**src/hw/rtl/csr_pkg.sv**
```systemverilog
`default_nettype none
package csr_pkg;

    // register indexes on the configuration channel
    localparam logic [1:0] REG_CAMERA_X      = 2'd0;
    localparam logic [1:0] REG_CAMERA_Y      = 2'd1;
    localparam logic [1:0] REG_CAMERA_FACING = 2'd2;

    // angle constants, half turn is 128 units
    localparam logic [7:0]  HALF_TURN    = 8'd128;
    localparam logic [7:0]  QUARTER_TURN = 8'd64;
    localparam logic [14:0] BHASKARA_DEN = 15'd20480;

    localparam int unsigned NUM_LANES = 4;
    localparam int unsigned QUOT_BITS = 16;

    // lane order: sin(dx), cos(dx), sin(dy), cos(dy)
    localparam int unsigned LANE_SX = 0;
    localparam int unsigned LANE_CX = 1;
    localparam int unsigned LANE_SY = 2;
    localparam int unsigned LANE_CY = 3;

    typedef struct packed {
        logic signed [15:0] point_x;
        logic signed [15:0] point_y;
        logic [7:0]         point_colour;
    } t_point;

    typedef struct packed {
        logic signed [15:0] cam_c;
        logic signed [15:0] cam_d;
        logic [7:0]         out_colour;
    } t_result;

    // one division lane: partial remainder, dividend low bits turning into quotient
    typedef struct packed {
        logic [14:0] rem;
        logic [15:0] low;
        logic        sgn;
    } t_lane;

    typedef struct packed {
        logic                       valid;
        logic [7:0]                 colour;
        logic [14:0]                div_s;
        logic [14:0]                div_c;
        t_lane [NUM_LANES-1:0]      lane;
    } t_cell;

endpackage
`default_nettype wire

```
**src/hw/rtl/csr_cell.sv**
```systemverilog
`default_nettype none
module csr_cell (
    input  wire logic          i_clk,
    input  wire logic          i_rst_n,
    input  wire csr_pkg::t_cell i_cell,
    output csr_pkg::t_cell     o_cell
);
    import csr_pkg::*;

    t_cell r_cell;
    t_cell n_cell;

    // one restoring division step on every lane
    always_comb begin
        logic [15:0] trial;
        logic [15:0] dv;
        logic        take;
        n_cell = i_cell;
        for (int i = 0; i < NUM_LANES; i++) begin
            dv    = (i == LANE_SX || i == LANE_SY) ? {1'b0, i_cell.div_s}
                                                   : {1'b0, i_cell.div_c};
            trial = {i_cell.lane[i].rem, i_cell.lane[i].low[15]};
            take  = (trial >= dv);
            n_cell.lane[i].rem = take ? 15'(trial - dv) : trial[14:0];
            n_cell.lane[i].low = {i_cell.lane[i].low[14:0], take};
        end
    end

    // payload moves every cycle, valid resets
    always_ff @(posedge i_clk) begin
        r_cell <= n_cell;
        if (!i_rst_n) begin
            r_cell.valid <= 1'b0;
        end
    end

    assign o_cell = r_cell;

endmodule
`default_nettype wire

```
**config.mk**
```make
export PLATFORM = sky130hd
export DESIGN_NAME = csr_cell
export DESIGN_NICKNAME = d
export VERILOG_FILES = /design/src/hw/rtl/csr_pkg.sv /design/src/hw/rtl/csr_cell.sv
export SDC_FILE = /design/constraint.sdc
export NUM_CORES = 1
export LEC_CHECK = 0
export BUFFER_PORTS_ARGS = -buffer_cell sky130_fd_sc_hd__buf_4
export CAP_MARGIN = 20
export CORE_AREA = 2 2 129 131
export CTS_CLUSTER_SIZE = 25
export DETAILED_ROUTE_END_ITERATION = 6
export DIE_AREA = 0 0 131 133
export HOLD_SLACK_MARGIN = 0.02
export PLACE_DENSITY_LB_ADDON = 0.2
export SETUP_SLACK_MARGIN = 0.05
export SYNTH_ARGS = -nofsm -noshare
export SYNTH_HDL_FRONTEND = slang
export SYNTH_SLANG_ARGS = --single-unit
```
**constraint.sdc**
```tcl
create_clock -name i_clk -period 4.3 [get_ports i_clk]
set_input_delay 0.86 -clock i_clk [delete_from_list [all_inputs] [get_ports i_clk]]
set_output_delay 0.86 -clock i_clk [all_outputs]
set_load 0.03 [all_outputs]
```
## Word-level counts from Yosys, hierarchy flattened

Index checks and enable logic that the tools add are counted.

| storage, ports and cells | value |
|---|---|
| register bits after elaboration | 167 |
| bits of input ports | 169 |
| output and inout port bits | 167 |
| word-level logic and storage cells | 28 |

| cells by class | value |
|---|---|
| $add $sub $neg | 4 |
| $lt $le $gt $ge | 4 |
| mux-type cells | 4 |

Operators with widths:

| cell | count |
|---|---|
| $ge 16x15->1 | 4 |
| $mux 15 | 4 |
| $sub 15x15->15 | 4 |

## Longest topological paths before layout

Gate-level depths: netlist of the first run.

| depth | value |
|---|---|
| depth in word-level cells | 2 |
| mapped depth | 12 |
| gate-level depth less buffers | 10 |

## Worst setup path after synthesis of the first run

Ideal clock, no wire load.

| path | value |
|---|---|
| path type | input-to-reg |
| start point | in i_cell[152] (netlist name) |
| end point | reg r_cell (netlist bit o_cell[24]) |
| library setup time | 0.121 ns |
| data arrival time | 2.995 ns |
| data required time | 4.179 ns |
| slack | 1.184 ns |
| stages | 10 |
| buffers on the path | 1 |
| cell sequence | inv_1 ha_1 a21o_1 a21o_1 a21o_1 o21bai_1 a22oi_1 a211oi_2 buf_4 mux2_2 |

RTL lines:

| what | RTL line | source |
|---|---|---|
| start: declaration | csr_cell.sv:5 | `input wire csr_pkg::t_cell i_cell,` |
| end signal: assignment | csr_cell.sv:31 | `r_cell <= n_cell;` |
| end: declaration | csr_cell.sv:10 | `t_cell r_cell;` |

==> results of run 1 <==
[power by group through the flow]
stage | clock (mW) | sequential [mW] | combinational (mW)
after global routing | 1.68 | 1.79 | 1.46
after floorplan | 0 | 2.15 | 0.488
final | 1.57 | 1.77 | 1.37
after CTS | 1.62 | 1.77 | 1.37
after global placement | 0 | 1.80 | 1.35
after detailed placement | 0 | 1.80 | 1.36
[per-layer routing]
layer | wire (µm) | part of all wire (%) | vias up
li1 | - | - | 3107
met1 | 8150 | 39 | 2811
met2 | 9830 | 47 | 250
met3 | 1920 | 9.2 | 53
met4 | 1000 | 4.8 | 0
met5 | 0 | 0 | -
[kinds of logic after synthesis]
| kind of cell | count (synthesis) | synth area share, % |
|---|---|---|
| muxes | 37 | 6.10 |
| adders and majority gates | 64 | 11.8 |
| AOI/OAI and AO/OA | 168 | 15.9 |
| xor gates and xnor gates | 37 | 4.62 |
| and+or+nand+nor | 147 | 10.5 |
| buffers and inverters | 56 | 3.44 |
| DFF | 167 | 47.7 |
[cell usage after synthesis (5+ instances only)]
library cell / count / area [µm²]
a21o_1: 17 / 128
o21ai_0: 38 / 190
nor2_1: 39 / 146
nor3_1: 11 / 55.1
ha_1: 60 / 751
a21oi_1: 39 / 195
nor2b_1: 10 / 62.6
mux2_4: 5 / 75.1
nand4_1: 9 / 56.3
mux2i_1: 6 / 60.1
nand2_1: 34 / 128
a211oi_1: 7 / 52.6
mux2_2: 26 / 293
a31oi_1: 7 / 43.8
xor2_1: 11 / 96.3
nand2b_1: 15 / 93.8
dfxtp_1: 167 / 3340
o31ai_1: 13 / 97.6
xnor2_1: 26 / 228
or3_1: 5 / 31.3
o21a_1: 15 / 113
inv_1: 47 / 176
[path summary, 6_finish.rpt]
check | to | slack (ns) | cells after the start
setup / recovery | o_cell[127] | 1.09 | 10
hold / removal | o_cell[103] | 0.53 | 1
[cell type report]
| class | count | area [µm²] | share of cell area (%) |
|---|---|---|---|
| Multi-Input combinational cell | 453 | 3430 | 33.0 |
| Sequential cell | 167 | 3340 | 32.2 |
| Timing Repair Buffer | 338 | 2540 | 24.4 |
| Clock buffer | 17 | 425 | 4.09 |
| Tap cell | 220 | 275 | 2.65 |
| Clock inverter | 15 | 203 | 1.95 |
| Inverter | 47 | 176 | 1.70 |
| Antenna cell | 1 | 2.50 | 0.0241 |
[cell usage in the layout (no fill, tap or decap), drive strengths merged, types with 8 or more instances in the layout]
cell | Yosys | layout
nor3 | 11 | 11
o21ai | 38 | 38
xnor2 | 26 | 26
a21oi | 39 | 39
a211oi | 8 | 8
nand2b | 15 | 15
a21o | 17 | 17
nand4 | 9 | 9
clkbuf | 3 | 17
o21a | 15 | 15
nor2b | 10 | 10
nand2 | 34 | 34
inv | 47 | 54
xor2 | 11 | 11
buf | 6 | 338
dfxtp | 167 | 167
mux2 | 31 | 31
ha | 60 | 60
nor2 | 39 | 39
o31ai | 13 | 13
==> reports/qor.txt, run 1 <==
Post-Syn Area - 7010 µm²
Post-synth EDFFs - 0
cells after synthesis - 676
CP Capture Type - register
Final Hold Fails - 0
status - completed
fin nets - 1257
I/O pins - 336
M2 GR Usage - 38.3%
Critical Path Start - i_cell[130]
DR vias - 6221
Ys Warns - 0
largest net degree at the start of global routing - 32
Psw - 1.56 mW
fill count - 1359
DR DRC count - 0
syn nets - 909
clk slew on worst S/H paths - 0.07 ns
Int Power - 3.15 mW
final std cells w/o fill - 1258
buffer and inverter count on the worst path - 2
H-tree depth - 4
die span in x - 131 µm
busiest grt layer - met2
slew of the pin with the lowest slew margin - 0.900 ns
Synth cell types - 57
area grow syn2layout - 48.2%
slowest CP cell - and3_1
cells along the critical path - buf_4 > inv_1 > ha_1 > nor2b_1 > o31a_1 > o41ai_2 > a21oi_1 > o2111ai_1 > and3_1 > mux2_2
fin util - 64.3%
total power - 4.71 mW
initial core utilization - 43.4%
postcts setup bufs - 0
Slew Limit Fails - 0
CTS tree - yes
HPWL Detailed - 16.8 mm
crit path max fanout - 15
max reg flops - 167
row count - 47
Critical Path RT - 4.61 ns
post-CTS sizing - 0
number of global-route vias before repair - 6128
first-pass GRT wire length - 31.8 mm
CP Class - input port to register
Tmin final - 3.21 ns
number of iterations in the first detailed-routing pass - 4
sequential area share after synthesis - 47.7%
die area - 17400 µm²
worst vdd ir - 0.283 mV
total gr overflow - 0
Critical Path Max Stage Delay - 0.65 ns
Fmax - 311 MHz
period utilisation layout - 74.7%
PortBufs - 335
Crit path max-delay family - compound AO/OA/AOI/OAI gates
Worst Hold Launch - i_cell[102]
root buffer cell - clkbuf_16
combinational share of power - 29.0%
Clock Sink Count - 167
sw frac - 33.1%
Startpoint Class - input port
final antenna-violating net count - 0
drt via density - 4.95
max_cap viols - 0
Synth Register Bits - 167
placed cell count - 1225
Avg Inst Size Synth - 10.4 µm²
setup ws final - 1.09 ns
Power Density - 453 nW/µm²
setup TNS - 0 ns
first-iteration detailed-routing DRC count - 210
Seq pwr share - 37.6%
GR Layer Usage met3 - 8.25%
total CTS buffers - 17
wire per inst - 16.6 µm
M1 GR Usage - 27.2%
Top FF cell, synth - dfxtp_1
Final Wtd Congestion - 0.905
Leak - 5.06 nW
Placed Area - 9760 µm²
cts hold-fix bufs - 0
Die H - 133 µm
dpl ws - 0.684 ns
worst-case clock buffer depth - 2
clock share of power - 33.4%
total track usage - 23.8%
design area - 10400 µm²
layout cell share with drive strength beyond 1 - 39.7%
relative slew slack - 40.0%
CORE AREA - 16200 µm²
# setup viols final - 0
WHS - 0.529 ns
hold crit path type - input port to register
Async S/R FF share, synth - 0%
RSZ-0062 raised after global routing - no
initial antenna violation count - 1
Post-Route WL - 20.9 mm
Worst EP arrival - 3.53 ns
Power figures use the tool's default switching activity.
==> run 2, diff against run 1 <==
Settings changed: CORE_AREA 2 2 129 131 to 2 2 131 133, DIE_AREA 0 0 131 133 to 0 0 133 135.
Clock period 4.3 ns to 3.15 ns, I/O delays scaled along.
==> run 2 against run 1 <==
Net effect: largest power group unchanged; via count increased by 0.72%; global-route usage shrank 0.85 points; combinational power rose by 39%; critical path type unchanged; critical path depth grew 1; first-iteration DRC count rose by 5.2%.
==> reports/qor.txt, run 2 (synthesized netlist as in run 1, its figures left out) <==
design area - 10600 µm²
total power - 6.45 mW
area grow syn2layout - 51.4%
HPWL Detailed - 17.2 mm
clk slew on worst S/H paths - 0.07 ns
initial core utilization - 42.7%
fin nets - 1287
slew of the pin with the lowest slew margin - 0.765 ns
Worst EP arrival - 3.20 ns
Endpoint, Worst Hold - o_cell[8]
DR DRC count - 0
worst vdd ir - 0.489 mV
Hold Crit Depth - 1
Power Density - 608 nW/µm²
Fmax - 348 MHz
initial antenna violation count - 1
cells along the critical path - buf_4 > inv_1 > ha_1 > fa_1 > nand2b_1 > a21oi_1 > o21ai_0 > a21o_1 > a22oi_1 > a211oi_4 > mux2_2
buffer and inverter count on the worst path - 2
Placed Area - 10000 µm²
max_cap viols - 0
period utilisation layout - 91.3%
Post-Route WL - 20.9 mm
Tmin final - 2.88 ns
slowest CP cell - a211oi_4
CORE AREA - 16400 µm²
total gr overflow - 0
total CTS buffers - 17
PortBufs - 335
Startpoint Class - input port
most common cell after layout, fill and taps aside - buf_4
row count - 47
Clock Sink Count - 167
final antenna-violating net count - 0
layout cell share with drive strength beyond 1 - 41.4%
first-iteration detailed-routing DRC count - 221
DR vias - 6266
relative slew slack - 48.9%
drt via density - 4.86
I/O pins - 336
Final Wtd Congestion - 0.845
CP Capture Type - register
largest net degree at the start of global routing - 32
number of iterations in the first detailed-routing pass - 4
Worst Hold Launch - i_cell[7]
status - completed
hold crit path type - input port to register
RSZ-0062 raised after global routing - no
H-tree depth - 4
wire per inst - 16.2 µm
Die H - 135 µm
max reg flops - 167
first-pass GRT wire length - 31.6 mm
root buffer cell - clkbuf_16
die span in x - 133 µm
Crit path max-delay family - compound AO/OA/AOI/OAI gates
number of global-route vias before repair - 5943
cts hold-fix bufs - 0
postcts setup bufs - 0
Critical Path Max Stage Delay - 0.71 ns
post-CTS sizing - 1
Critical Path RT - 3.47 ns
Slew Limit Fails - 0
# setup viols final - 0
die area - 18000 µm²
CTS tree - yes
CP Class - input port to register
worst-case clock buffer depth - 2
Leak - 5.20 nW
commonest cells after routing, fill and taps aside - buf_4, dfxtp_1, ha_1
Final Hold Fails - 0
crit path max fanout - 14
total track usage - 23.0%
[run 2: worst max path at each step]
stage          slack [ns]   startpoint  cells past startpoint         end
5_1_grt              0.11   i_cell[16]                     11  o_cell[19]
4_1_cts              0.28   i_cell[16]                     11  o_cell[19]
3_5_place_dp        -0.44   i_cell[16]                     11  o_cell[19]
2_1_floorplan        0.26  i_cell[152]                     10  o_cell[24]
3_3_place_gp        -0.38   i_cell[16]                     11  o_cell[28]
6_report             0.27   i_cell[16]                     11  o_cell[19]
[run 2: cell type report]
cell class,instances,area (µm²)
fill,1359,5790
multi-input combinational,453,3440
sequential,167,3340
timing repair buffer,368,2780
clock buffer,17,425
tap,220,275
clock inverter,15,185
inverter,47,176
antenna,1,2.50
[run 2: layer usage]
metal  share of wire [%]  global-route usage [%]  up-vias
met5                   0                       0        -
met4                 2.8                    9.86        0
met3                 7.6                    6.57       39
met2                  50                    39.6      233
met1                  40                    26.8     2822
li1                    -                       -     3172
[run 2: power by group]
group          internal, mW  total (mW)  switching [mW]
clock                  1.14        2.13           0.987
combinational         0.833        1.91            1.08
sequential             2.35        2.41          0.0650
total                  4.32        6.45            2.13
[run 2: per-stage QoR]
| stage | cells | hold WS (ns) | utilization (%) | TNS, ns | setup slack [ns] |
|---|---|---|---|---|---|
| global placement | 1255 | 0.735 | 60.9 | -5.26 | -0.376 |
| floorplan | 676 | 0.658 | - | 0 | 0.264 |
| detailed placement | 1255 | 0.735 | 60.9 | -6.13 | -0.440 |
| global route | 1288 | 0.263 | 64.7 | 0 | 0.105 |
| finish | 1288 | 0.283 | 64.7 | 0 | 0.273 |
| CTS | 1287 | 0.267 | 64.7 | 0 | 0.279 |
==> run 3, diff against run 2 <==
Settings changed: BUFFER_PORTS_ARGS -buffer_cell sky130_fd_sc_hd__buf_4 to default, CORE_AREA 2 2 131 133 to 2 2 129 131, DIE_AREA 0 0 133 135 to 0 0 131 133, DONT_BUFFER_PORTS from default to 1.
==> run 3 against run 2 <==
Net effect: power down 11%; worst hold slack worse by 0.060 ns; sequential cell count unchanged; sequential share of layout area up 11 points; critical path type unchanged; largest cell class unchanged.
==> reports/qor.txt, run 3 (synthesized netlist as in run 1, its figures left out) <==
total track usage - 21.9%
Power Density - 735 nW/µm²
I/O pins - 336
Clock Sink Count - 167
cts hold-fix bufs - 0
dpl ws - 0.154 ns
setup TNS - 0 ns
design area - 7850 µm²
Worst Hold Launch - i_cell[130]
slowest CP cell - o41ai_2
initial antenna violation count - 1
fill count - 1489
die area - 17400 µm²
drt via density - 5.35
Tmin final - 2.57 ns
row count - 47
final antenna-violating net count - 0
relative slew slack - 61.8%
largest net degree at the start of global routing - 32
area grow syn2layout - 12.0%
RSZ-0062 raised after global routing - no
setup ws final - 0.578 ns
worst vdd ir - 0.366 mV
cells along the critical path - inv_1 > ha_1 > nor2b_1 > o31a_1 > o41ai_2 > a21oi_1 > o2111ai_1 > and3_1 > buf_12 > mux2_2
Leak - 3.44 nW
fin nets - 924
PortBufs - 0
Post-Route WL - 19.6 mm
initial core utilization - 43.4%
Final Hold Fails - 0
clk slew on worst S/H paths - 0.07 ns
worst-case clock buffer depth - 2
Crit path max-delay family - compound AO/OA/AOI/OAI gates
postcts setup bufs - 0
first-iteration detailed-routing DRC count - 222
post-CTS sizing - 0
CTS tree - yes
most common cell after layout, fill and taps aside - dfxtp_1
Placed Area - 7270 µm²
buffer and inverter count on the worst path - 2
Slew Limit Fails - 0
total CTS buffers - 17
first-pass GRT wire length - 28.4 mm
status - completed
HPWL Detailed - 16.1 mm
root buffer cell - clkbuf_16
hold crit path type - input port to register
DR DRC count - 0
max_cap viols - 0
crit path max fanout - 16
Critical Path Max Stage Delay - 0.38 ns
CP Capture Type - register
Worst EP arrival - 2.89 ns
period utilisation layout - 81.7%
wire per inst - 21.2 µm
total gr overflow - 0
WHS - 0.224 ns
Critical Path RT - 3.46 ns
DR vias - 4947
# setup viols final - 0
Fmax - 389 MHz
max reg flops - 167
Startpoint Class - input port
layout cell share with drive strength beyond 1 - 11.2%
Final Wtd Congestion - 0.860
commonest cells after routing, fill and taps aside - dfxtp_1, ha_1, inv_1
slew of the pin with the lowest slew margin - 0.568 ns
CORE AREA - 16200 µm²
Die H - 133 µm
Critical Path Start - i_cell[130]
die span in x - 131 µm
CP Class - input port to register
H-tree depth - 4
number of iterations in the first detailed-routing pass - 4
number of global-route vias before repair - 4888
-- run 3: cell types whose count changed in the layout (fill, tap and decap cells not counted) --
| cell | change |
|---|---|
| a211oi_2 | +1 |
| bufinv_16 | -1 |
| clkinvlp_4 | +1 |
| inv_6 | +4 |
| clkinv_4 | -1 |
| inv_8 | -2 |
| clkinv_8 | -1 |
| buf_4 | -363 |
| a211oi_4 | -1 |
-- run 3: final timing paths --
check                         end  cells after the start
worst max-delay path  o_cell[124]                     10
worst min-delay path  o_cell[130]                      0
-- run 3: area by class of cell --
type / count / area (µm²) / area share (%)
timing repair buffer: 5 / 50.0 / 0.637
clock inverter: 15 / 150 / 1.91
multi-input combinational: 453 / 3430 / 43.7
tap: 220 / 275 / 3.51
clock buffer: 17 / 425 / 5.42
antenna: 1 / 2.50 / 0.0319
sequential: 167 / 3340 / 42.6
inverter: 47 / 176 / 2.25
-- run 3: stage by stage --
| stage | power [mW] | util, % | std cells |
|---|---|---|---|
| global placement | 3.81 | 45.0 | 892 |
| floorplan | 3.61 | - | 676 |
| detailed placement | 3.82 | 45.0 | 892 |
| global route | 6.03 | 48.5 | 925 |
| finish | 5.77 | 48.5 | 925 |
| CTS | 5.82 | 48.5 | 924 |
-- run 3: power by group --
group          internal [mW]  total (mW)  switching (mW)
clock network           1.05        2.00           0.942
registers               2.35        2.95           0.599
logic                  0.388       0.821           0.433
-- run 3: layer usage --
| metal | GRT usage (%) | part of all wire (%) |
|---|---|---|
| met1 | 24.7 | 38 |
| met2 | 36.9 | 51 |
| met3 | 8.41 | 9.5 |
| met4 | 8.57 | 1.8 |
| met5 | 0 | 0 |
